==> config.mk <==
export PLATFORM = sky130hd
export DESIGN_NAME = pan_zoom_view_camera
export DESIGN_NICKNAME = d
export VERILOG_FILES = /design/src/rtl/pzvc_pkg.sv /design/src/rtl/pan_zoom_view_camera.sv
export SDC_FILE = /design/constraint.sdc
export NUM_CORES = 2
export LEC_CHECK = 0
export CORE_UTILIZATION = 35
export DETAILED_ROUTE_END_ITERATION = 16
export DONT_BUFFER_PORTS = 1
export HOLD_SLACK_MARGIN = 0.03
export PLACE_DENSITY_LB_ADDON = 0.08
export SYNTH_ARGS = -nofsm -noshare
export SYNTH_HDL_FRONTEND = slang
export SYNTH_SLANG_ARGS = --single-unit
==> constraint.sdc <==
create_clock -name clock -period 27 [get_ports clock]
set_input_delay 5.4 -clock clock [delete_from_list [all_inputs] [get_ports clock]]
set_output_delay 5.4 -clock clock [all_outputs]
set_load 0.005 [all_outputs]
==> src/rtl/pzvc_pkg.sv <==
// Shared types and constants of the pan/zoom view camera.
package pzvc_pkg;

   // Sequencer states, one-hot.
   typedef enum logic [8:0] {
      ST_IDLE   = 9'b000000001,
      ST_ZSETUP = 9'b000000010,
      ST_DIV    = 9'b000000100,
      ST_CLAMP  = 9'b000001000,
      ST_MUL_X  = 9'b000010000,
      ST_ACC_X  = 9'b000100000,
      ST_ACC_Y  = 9'b001000000,
      ST_ZOP    = 9'b010000000,
      ST_RESULT = 9'b100000000
   } state_type;

   // Command codes.
   localparam logic [2:0] OP_PAN        = 3'd0;
   localparam logic [2:0] OP_ZOOM       = 3'd1;
   localparam logic [2:0] OP_SET_Z      = 3'd2;
   localparam logic [2:0] OP_STEP_Z     = 3'd3;
   localparam logic [2:0] OP_INVALIDATE = 3'd4;

   // Register indexes.
   localparam logic [1:0] CSR_SCREEN_WIDTH   = 2'd0;
   localparam logic [1:0] CSR_SCREEN_HEIGHT  = 2'd1;
   localparam logic [1:0] CSR_PYRAMID_LEVELS = 2'd2;

   // Register reset values.
   localparam logic [13:0] WIDTH_RESET  = 14'd1024;
   localparam logic [13:0] HEIGHT_RESET = 14'd768;
   localparam logic [4:0]  LEVELS_RESET = 5'd1;

   // Scale limits and view reset values.
   localparam logic [26:0]        SCALE_LO  = 27'd524288;
   localparam logic [26:0]        SCALE_HI  = 27'd67108864;
   localparam logic [26:0]        ONE_Q24   = 27'd16777216;
   localparam logic signed [31:0] HALF_Q24  = 32'sd8388608;

   // Divider: quotient bits produced one per cycle.
   localparam int DIV_STEPS   = 27;
   localparam int DIV_COUNT_W = $clog2(DIV_STEPS);

endpackage

==> src/rtl/pan_zoom_view_camera.sv <==
// Top level of the pan/zoom view camera: command sequencer, shared divider and multiplier.
//
//   Channel   Direction  Handshake            Payload
//   req_*     in         req_valid/req_stall  operation, pan deltas, zoom factor, pivot, z
//   rsp_*     out        rsp_valid/rsp_stall  center, scale, depth, change count, mip level
//   csr_*     in         csr_write_enable     csr_index, csr_write_data
//
// One command is worked on at a time; req_stall is high from the transfer in until the
// sequencer returns to idle. Invalidate goes straight to the result state; set z and step z
// pass through the depth state; a pan runs the multiply and accumulate states; a zoom
// first runs the radix-2 divider, which yields one quotient bit a cycle, unless the factor
// is zero or the quotient would overflow, in which case the divide is skipped.
// The result sits in an output register, so a new command is taken while it waits.
// A stalled result holds the sequencer in its result state until the register frees.
// Reset is synchronous and restores the view and the registers at once.
module pan_zoom_view_camera
   import pzvc_pkg::*;
(
   input  logic                clock,
   input  logic                reset,

   input  logic                req_valid,
   output logic                req_stall,
   input  logic [2:0]          req_operation,
   input  logic signed [15:0]  req_delta_x,
   input  logic signed [15:0]  req_delta_y,
   input  logic [23:0]         req_zoom_factor,
   input  logic [16:0]         req_pivot_x,
   input  logic [16:0]         req_pivot_y,
   input  logic signed [31:0]  req_z_value,

   output logic                rsp_valid,
   input  logic                rsp_stall,
   output logic signed [31:0]  rsp_view_center_x,
   output logic signed [31:0]  rsp_view_center_y,
   output logic [26:0]         rsp_view_scale,
   output logic signed [31:0]  rsp_view_depth,
   output logic [31:0]         rsp_change_count,
   output logic [3:0]          rsp_mip_level,

   input  logic                csr_write_enable,
   input  logic [1:0]          csr_index,
   input  logic [13:0]         csr_write_data
);

   // Saturates a wide signed sum to the signed 32 bit range.
   function automatic logic signed [31:0] sat32(input logic signed [43:0] v);
      logic signed [31:0] r;
      if ((v[43:31] == 13'h0000) || (v[43:31] == 13'h1fff)) begin
         r = v[31:0];
      end else if (v[43]) begin
         r = 32'sh8000_0000;
      end else begin
         r = 32'sh7fff_ffff;
      end
      return r;
   endfunction

   // Mip level from the leading one of the scale. The scale never drops below 1/32,
   // so the leading one of a scale below one lies in bits 23 down to 19.
   function automatic logic [3:0] mip_of(input logic [26:0] s, input logic [4:0] levels);
      logic [4:0] base;
      logic       pow2;
      logic [4:0] lvl;
      logic [3:0] r;
      if (s[23]) begin
         base = 5'd1;
         pow2 = (s[22:0] == 23'd0);
      end else if (s[22]) begin
         base = 5'd2;
         pow2 = (s[21:0] == 22'd0);
      end else if (s[21]) begin
         base = 5'd3;
         pow2 = (s[20:0] == 21'd0);
      end else if (s[20]) begin
         base = 5'd4;
         pow2 = (s[19:0] == 20'd0);
      end else begin
         base = 5'd5;
         pow2 = (s[18:0] == 19'd0);
      end
      lvl = pow2 ? base : base - 5'd1;
      if ((levels <= 5'd1) || (s >= ONE_Q24)) begin
         r = 4'd0;
      end else if (lvl >= levels) begin
         r = 4'(levels - 5'd1);
      end else begin
         r = lvl[3:0];
      end
      return r;
   endfunction

   // Sequencer.
   state_type state_ff, state_in;

   // Configuration registers.
   logic [13:0] width_ff, width_in;
   logic [13:0] height_ff, height_in;
   logic [4:0]  levels_ff, levels_in;

   // View state.
   logic signed [31:0] center_x_ff, center_x_in;
   logic signed [31:0] center_y_ff, center_y_in;
   logic [26:0]        scale_ff, scale_in;
   logic signed [31:0] depth_ff, depth_in;
   logic [31:0]        count_ff, count_in;

   // Command held for the duration of its work.
   logic [2:0]         op_ff, op_in;
   logic signed [15:0] dx_ff, dx_in;
   logic signed [15:0] dy_ff, dy_in;
   logic [23:0]        factor_ff, factor_in;
   logic [16:0]        px_ff, px_in;
   logic [16:0]        py_ff, py_in;
   logic signed [31:0] zv_ff, zv_in;

   // Divider, clamp and multiplier pipeline registers.
   logic [23:0]            rem_ff, rem_in;
   logic [26:0]            quo_ff, quo_in;
   logic [DIV_COUNT_W-1:0] div_count_ff, div_count_in;
   logic [26:0]            ns_ff, ns_in;
   logic signed [27:0]     diff_ff, diff_in;
   logic signed [45:0]     prod_ff, prod_in;

   // Result register.
   logic               rsp_valid_ff, rsp_valid_in;
   logic signed [31:0] rsp_cx_ff, rsp_cx_in;
   logic signed [31:0] rsp_cy_ff, rsp_cy_in;
   logic [26:0]        rsp_scale_ff, rsp_scale_in;
   logic signed [31:0] rsp_depth_ff, rsp_depth_in;
   logic [31:0]        rsp_count_ff, rsp_count_in;
   logic [3:0]         rsp_mip_ff, rsp_mip_in;

   logic               req_accept;
   logic               pan_sel;
   logic               sel_y;
   logic signed [17:0] dx_ext, dy_ext, ox, oy;
   logic signed [17:0] mul_a;
   logic signed [27:0] mul_b;
   logic signed [45:0] mul_p;
   logic signed [45:0] prod_rnd;
   logic signed [41:0] rnd;
   logic signed [31:0] acc_src;
   logic signed [43:0] acc_sum;
   logic signed [31:0] acc_sat;
   logic signed [43:0] z_sum;
   logic [24:0]        div_trial;
   logic [24:0]        div_sub;
   logic               div_ge;
   logic               div_big;
   logic [26:0]        ns_clamped;

   assign req_stall  = (state_ff != ST_IDLE);
   assign req_accept = req_valid && !req_stall;

   // Shared multiplier: the pan delta by the scale, or the pivot offset by the scale change.
   // The x product is formed first; the y product is formed while x is accumulated.
   assign pan_sel = (op_ff == OP_PAN);
   assign sel_y   = (state_ff == ST_ACC_X);
   assign dx_ext  = {{2{dx_ff[15]}}, dx_ff};
   assign dy_ext  = {{2{dy_ff[15]}}, dy_ff};
   assign ox      = $signed({1'b0, px_ff}) - $signed({1'b0, width_ff, 3'b000});
   assign oy      = $signed({1'b0, py_ff}) - $signed({1'b0, height_ff, 3'b000});
   assign mul_a   = pan_sel ? (sel_y ? dy_ext : dx_ext) : (sel_y ? oy : ox);
   assign mul_b   = pan_sel ? $signed({1'b0, scale_ff}) : diff_ff;
   assign mul_p   = mul_a * mul_b;

   // Shared accumulator: round the Q.28 product to Q.24, add or subtract, saturate.
   assign prod_rnd = prod_ff + 46'sd8;
   assign rnd      = prod_rnd[45:4];
   assign acc_src  = (state_ff == ST_ACC_Y) ? center_y_ff : center_x_ff;
   assign acc_sum  = pan_sel ? ({{12{acc_src[31]}}, acc_src} - {{2{rnd[41]}}, rnd})
                             : ({{12{acc_src[31]}}, acc_src} + {{2{rnd[41]}}, rnd});
   assign acc_sat  = sat32(acc_sum);

   assign z_sum = {{12{depth_ff[31]}}, depth_ff} + {{12{zv_ff[31]}}, zv_ff};

   // Restoring divider step: the partial remainder stays below the factor.
   assign div_trial = {rem_ff, quo_ff[26]};
   assign div_sub   = div_trial - {1'b0, factor_ff};
   assign div_ge    = (div_trial >= {1'b0, factor_ff});

   // A zero factor, or a quotient that would need more than 27 bits, gives the maximum.
   assign div_big = (factor_ff == 24'd0) || ({8'd0, scale_ff[26:11]} >= factor_ff);

   assign ns_clamped = (quo_ff < SCALE_LO) ? SCALE_LO :
                       (quo_ff > SCALE_HI) ? SCALE_HI : quo_ff;

   always_comb begin
      state_in     = state_ff;
      width_in     = width_ff;
      height_in    = height_ff;
      levels_in    = levels_ff;
      center_x_in  = center_x_ff;
      center_y_in  = center_y_ff;
      scale_in     = scale_ff;
      depth_in     = depth_ff;
      count_in     = count_ff;
      op_in        = op_ff;
      dx_in        = dx_ff;
      dy_in        = dy_ff;
      factor_in    = factor_ff;
      px_in        = px_ff;
      py_in        = py_ff;
      zv_in        = zv_ff;
      rem_in       = rem_ff;
      quo_in       = quo_ff;
      div_count_in = div_count_ff;
      ns_in        = ns_ff;
      diff_in      = diff_ff;
      prod_in      = prod_ff;
      rsp_valid_in = rsp_valid_ff;
      rsp_cx_in    = rsp_cx_ff;
      rsp_cy_in    = rsp_cy_ff;
      rsp_scale_in = rsp_scale_ff;
      rsp_depth_in = rsp_depth_ff;
      rsp_count_in = rsp_count_ff;
      rsp_mip_in   = rsp_mip_ff;

      // The user must write registers only while no command is in flight; the block does not enforce it.
      if (csr_write_enable) begin
         case (csr_index)
            CSR_SCREEN_WIDTH:   width_in  = csr_write_data;
            CSR_SCREEN_HEIGHT:  height_in = csr_write_data;
            CSR_PYRAMID_LEVELS: levels_in = csr_write_data[4:0];
            default: ;
         endcase
      end

      if (rsp_valid_ff && !rsp_stall) begin
         rsp_valid_in = 1'b0;
      end

      case (state_ff)
         ST_IDLE: begin
            if (req_accept) begin
               op_in     = req_operation;
               dx_in     = req_delta_x;
               dy_in     = req_delta_y;
               factor_in = req_zoom_factor;
               px_in     = req_pivot_x;
               py_in     = req_pivot_y;
               zv_in     = req_z_value;
               if (req_operation inside {[OP_PAN:OP_INVALIDATE]}) begin
                  count_in = count_ff + 32'd1;
               end
               case (req_operation)
                  OP_PAN:    state_in = ST_MUL_X;
                  OP_ZOOM:   state_in = ST_ZSETUP;
                  OP_SET_Z:  state_in = ST_ZOP;
                  OP_STEP_Z: state_in = ST_ZOP;
                  default:   state_in = ST_RESULT;
               endcase
            end
         end
         ST_ZSETUP: begin
            rem_in       = {8'd0, scale_ff[26:11]};
            quo_in       = div_big ? '1 : {scale_ff[10:0], 16'd0};
            div_count_in = '0;
            state_in     = div_big ? ST_CLAMP : ST_DIV;
         end
         ST_DIV: begin
            rem_in       = div_ge ? div_sub[23:0] : div_trial[23:0];
            quo_in       = {quo_ff[25:0], div_ge};
            div_count_in = div_count_ff + DIV_COUNT_W'(1);
            if (div_count_ff == DIV_COUNT_W'(DIV_STEPS - 1)) begin
               state_in = ST_CLAMP;
            end
         end
         ST_CLAMP: begin
            ns_in    = ns_clamped;
            diff_in  = $signed({1'b0, scale_ff}) - $signed({1'b0, ns_clamped});
            state_in = ST_MUL_X;
         end
         ST_MUL_X: begin
            prod_in  = mul_p;
            state_in = ST_ACC_X;
         end
         ST_ACC_X: begin
            center_x_in = acc_sat;
            prod_in     = mul_p;
            state_in    = ST_ACC_Y;
         end
         ST_ACC_Y: begin
            center_y_in = acc_sat;
            if (!pan_sel) begin
               scale_in = ns_ff;
            end
            state_in = ST_RESULT;
         end
         ST_ZOP: begin
            depth_in = (op_ff == OP_SET_Z) ? zv_ff : sat32(z_sum);
            state_in = ST_RESULT;
         end
         ST_RESULT: begin
            if (!rsp_valid_ff || !rsp_stall) begin
               rsp_valid_in = 1'b1;
               rsp_cx_in    = center_x_ff;
               rsp_cy_in    = center_y_ff;
               rsp_scale_in = scale_ff;
               rsp_depth_in = depth_ff;
               rsp_count_in = count_ff;
               rsp_mip_in   = mip_of(scale_ff, levels_ff);
               state_in     = ST_IDLE;
            end
         end
         default: state_in = ST_IDLE;
      endcase
   end

   // Control and view state, set to their reset values by reset.
   always_ff @(posedge clock) begin
      if (reset) begin
         state_ff     <= ST_IDLE;
         rsp_valid_ff <= 1'b0;
         width_ff     <= WIDTH_RESET;
         height_ff    <= HEIGHT_RESET;
         levels_ff    <= LEVELS_RESET;
         center_x_ff  <= HALF_Q24;
         center_y_ff  <= HALF_Q24;
         scale_ff     <= ONE_Q24;
         depth_ff     <= 32'sd0;
         count_ff     <= 32'd0;
      end else begin
         state_ff     <= state_in;
         rsp_valid_ff <= rsp_valid_in;
         width_ff     <= width_in;
         height_ff    <= height_in;
         levels_ff    <= levels_in;
         center_x_ff  <= center_x_in;
         center_y_ff  <= center_y_in;
         scale_ff     <= scale_in;
         depth_ff     <= depth_in;
         count_ff     <= count_in;
      end
   end

   // Payload registers need no reset.
   always_ff @(posedge clock) begin
      op_ff        <= op_in;
      dx_ff        <= dx_in;
      dy_ff        <= dy_in;
      factor_ff    <= factor_in;
      px_ff        <= px_in;
      py_ff        <= py_in;
      zv_ff        <= zv_in;
      rem_ff       <= rem_in;
      quo_ff       <= quo_in;
      div_count_ff <= div_count_in;
      ns_ff        <= ns_in;
      diff_ff      <= diff_in;
      prod_ff      <= prod_in;
      rsp_cx_ff    <= rsp_cx_in;
      rsp_cy_ff    <= rsp_cy_in;
      rsp_scale_ff <= rsp_scale_in;
      rsp_depth_ff <= rsp_depth_in;
      rsp_count_ff <= rsp_count_in;
      rsp_mip_ff   <= rsp_mip_in;
   end

   assign rsp_valid         = rsp_valid_ff;
   assign rsp_view_center_x = rsp_cx_ff;
   assign rsp_view_center_y = rsp_cy_ff;
   assign rsp_view_scale    = rsp_scale_ff;
   assign rsp_view_depth    = rsp_depth_ff;
   assign rsp_change_count  = rsp_count_ff;
   assign rsp_mip_level     = rsp_mip_ff;

   // The clamp keeps the scale inside its range at all times.
   a_scale_range: assert property (@(posedge clock) disable iff (reset)
      (scale_ff >= SCALE_LO) && (scale_ff <= SCALE_HI))
      else $error("view scale left its clamped range");

   // A command transfer makes the block busy in the following cycle.
   a_busy_after_accept: assert property (@(posedge clock) disable iff (reset)
      (req_valid && !req_stall) |=> req_stall)
      else $error("input not stalled after a command transfer");

   // The divider never runs past its last quotient bit.
   a_div_bound: assert property (@(posedge clock) disable iff (reset)
      (state_ff == ST_DIV) |-> (div_count_ff <= DIV_COUNT_W'(DIV_STEPS - 1)))
      else $error("divider step count overran");

   // A result only appears from the result state.
   a_rsp_source: assert property (@(posedge clock) disable iff (reset)
      $rose(rsp_valid_ff) |-> $past(state_ff == ST_RESULT))
      else $error("result raised outside the result state");

endmodule
==> summary.txt <==
Outcome
  • Status: finished clean

Synthesis
  • Synthesis-stage register bit count: 636
  • Synth Area in Adders: 26.3%
  • Synth Area in XOR/XNOR: 4.65%
  • Synth warn: 0
  • Netlist Area Pre-Place: 51600 um2
  • Main combinational cell family by area after synthesis: adder cells
  • Top FF cell, synth: edfxtp_1
  • Mapped Cells: 5509
  • Asr flop ratio synth: 0%
  • Synth cell types: 95
  • Simple-gate share of the synthesized area: 17.6%
  • Seq/Total Area, Yosys: 33.2%
  • Synth Area in Compound Gates: 9.83%
  • Syn Nets: 6444
  • Multiplexer share of the synthesized area: 1.15%
  • EDFF count, synth: 438
  • Avg Synthesized Cell Area: 9.36 um2

Clock tree
  • CTS tree: yes
  • # Post-CTS Setup Buffers: 0
  • CTS Buf Count: 74
  • Clock Sinks: 636
  • Hold-fix buffers, CTS: 0
  • Clk slew on worst S/H paths: 0.06 ns
  • CTS Buffer Depth: 3
  • H-tree depth: 3
  • Clock Latency Late Sink: 0.68 ns
  • Post-cts sizing count: 0
  • Root Driver: clkbuf_16

Cells and area
  • Nets: 6371
  • Area Growth Syn to Fin: 9.29%
  • Share of post-route cells with drive strength above 1: 4.66%

STA
  • Total Negative Setup Slacks: 0 ns
  • Fin Hold WS: 0.454 ns
  • Final worst-path cycle share: 37.4%
  • Slew headroom: 25.7%
  • RSZ-0062 raised after global routing: no
  • Least-Margin Pin Slew: 1.11 ns
  • Setup Viol. Count Final: 0
  • PnR worst setup slack: 16.91 ns
  • Clk_skew: 0.0508 ns
  • Fin. Hold Viols: 0
  • Slew Viols, Final: 0
  • Max Freq: 99.1 MHz
  • Min Tclk post-route: 10.09 ns

Route
  • Vias per inst: 5.11
  • Wire per inst: 21.4 um
  • Routed wire length: 159000 um
  • Via count: 37900
  • Final ANT Viol Nets: 0
  • DRT Pass-1 Iters: 7
  • Post-route DRC: 0
  • DRT iter0 DRCs: 2494

Floorplanning
  • Die Footprint: 149000 um2
  • Die Width: 386 um
  • Starting Density: 35.4%
  • IO Count: 307
  • Core Area: 146000 um2
  • # rows: 140
  • Vert. Die Dim: 386 um

Hold path
  • Worst min path class: flop to flop

Worst setup path
  • Kind of critical path: flop to flop
  • Critical Path RT: 27.42 ns
  • CP peak stage delay: 0.55 ns
  • CP arrival: 10.52 ns
  • Worst path most repeated cell: fa_1
  • Critical path peak fanout: 29
  • Nature of the critical path startpoint: flop
  • Crit. End Element: flop
  • CP max-delay cell: fa_1

GRT
  • Initial antenna violation count: 16
  • First-pass GRT wire length: 243000 um
  • Global Route Usage Sum: 21.5%
  • Vias in the first global route: 38800
  • Largest net degree at the start of global routing: 139
  • GRT Residual Overflow: 0

Placed design
  • Dpl hpwl: 122000 um
  • Gp weighted congestion: 0.880
  • Worst slack, placed: 16.89 ns
  • Port Buf Inserts: 0

Job
  • Max cap viols: 0
metrics by stage:
step	instance area (um2)	instances	utilization (%)
floorplan	51600	5509	-
global placement	53700	7277	36.8
detailed placement	53700	7277	36.8
CTS	56400	7414	38.6
finish	56400	7418	38.6
global route	56400	7414	38.6
flip-flops by register name, summed over array words and instances (netlist names), 16 cells and up:
name               cells
rsp_view_center_x     32
count_ff              32
rsp_change_count      32
rsp_view_center_y     32
quo_ff                27
center_y_ff           32
px_ff                 17
depth_ff              32
py_ff                 17
rsp_view_depth        32
rsp_view_scale        27
center_x_ff           32
zv_ff                 32
ns_ff                 27
prod_ff               43
diff_ff               28
factor_ff             24
dx_ff                 16
rem_ff                24
scale_ff              27
dy_ff                 16
cell usage in the layout, fill, tap and decap left out, drive strengths merged, types with 12 or more instances in the layout:
cell type  netlist  layout
nor2           397     397
xor2           105     105
inv            758     763
o21a            19      19
a21o            97      97
mux2i           49      49
ha             294     294
a31oi           32      32
o31ai           16      16
or2             15      15
and4            12      12
and2            52      52
bufinv           0      13
nor3b           12      12
nor4            52      52
nor3           148     148
a21oi          271     271
a211oi          50      50
xnor2          166     166
or3             31      31
nand3           86      86
clkbuf         171      94
and3            64      64
clkinv           1      23
o21bai          27      27
o21ai          165     165
dfxtp          198     198
buf             38      60
nand2          912     912
nand2b          53      53
o211ai          16      16
nand4           52      52
nor2b           70      70
fa             495     495
edfxtp         438     438
a221oi          16      16
a21boi          18      18
logic make-up after synthesis:
logic type	Yosys count
buffers and inverters	968
adder cells (fa/ha/maj)	789
AO/OA/AOI/OAI	799
XOR/XNOR	272
multiplexers	54
flip-flops	636
AND/OR/NAND/NOR	1990
other	1
final timing paths:
check / from / endpoint / slack [ns] / cells past startpoint
max: py_ff[3] / prod_ff[45] / 16.91 / 37
max reg2reg: py_ff[3] / prod_ff[45] / 16.91 / 37
min: count_ff[31] / rsp_change_count[31] / 0.45 / 0
min reg2reg: count_ff[31] / rsp_change_count[31] / 0.45 / 0
final cells by class:
cell class,instances,area [um2]
clock buffer,94,2010
fill,14800,89500
clock inverter,43,642
inverter,759,2850
tap,1917,2400
multi-input combinational,3905,30900
timing repair buffer,60,450
antenna,4,10.0
sequential,636,17100
worst max-delay path, delay by kind of cell, from the launching register on:
kind | cells | cell delay (ns)
adders and majority gates | 9 | 3.98
AOI/OAI and AO/OA | 18 | 4.15
buffers and inverters | 6 | 0.50
DFF | 1 | 0.35
xor gates and xnor gates | 1 | 0.11
and+or+nand+nor | 3 | 0.68
routing by layer:
metal / global-route usage, % / wire [um]
met4: 5.25 / 3650
met2: 35.7 / 74400
met1: 29.2 / 73300
met5: 0 / 92
met3: 3.17 / 7310
Yosys cell counts, drive strengths merged (105+ instances only):
master | instances | area [um2]
nand2 | 912 | 3430
inv | 758 | 2850
fa | 495 | 9910
edfxtp | 438 | 13200
nor2 | 397 | 1490
ha | 294 | 3680
a21oi | 271 | 1360
dfxtp | 198 | 3960
clkbuf | 171 | 643
xnor2 | 166 | 1450
o21ai | 165 | 841
nor3 | 148 | 741
xor2 | 105 | 920
Power is left out: the tool's default activity adds up to more than one toggle a clock period on the data nets, which glitch-free logic cannot reach.
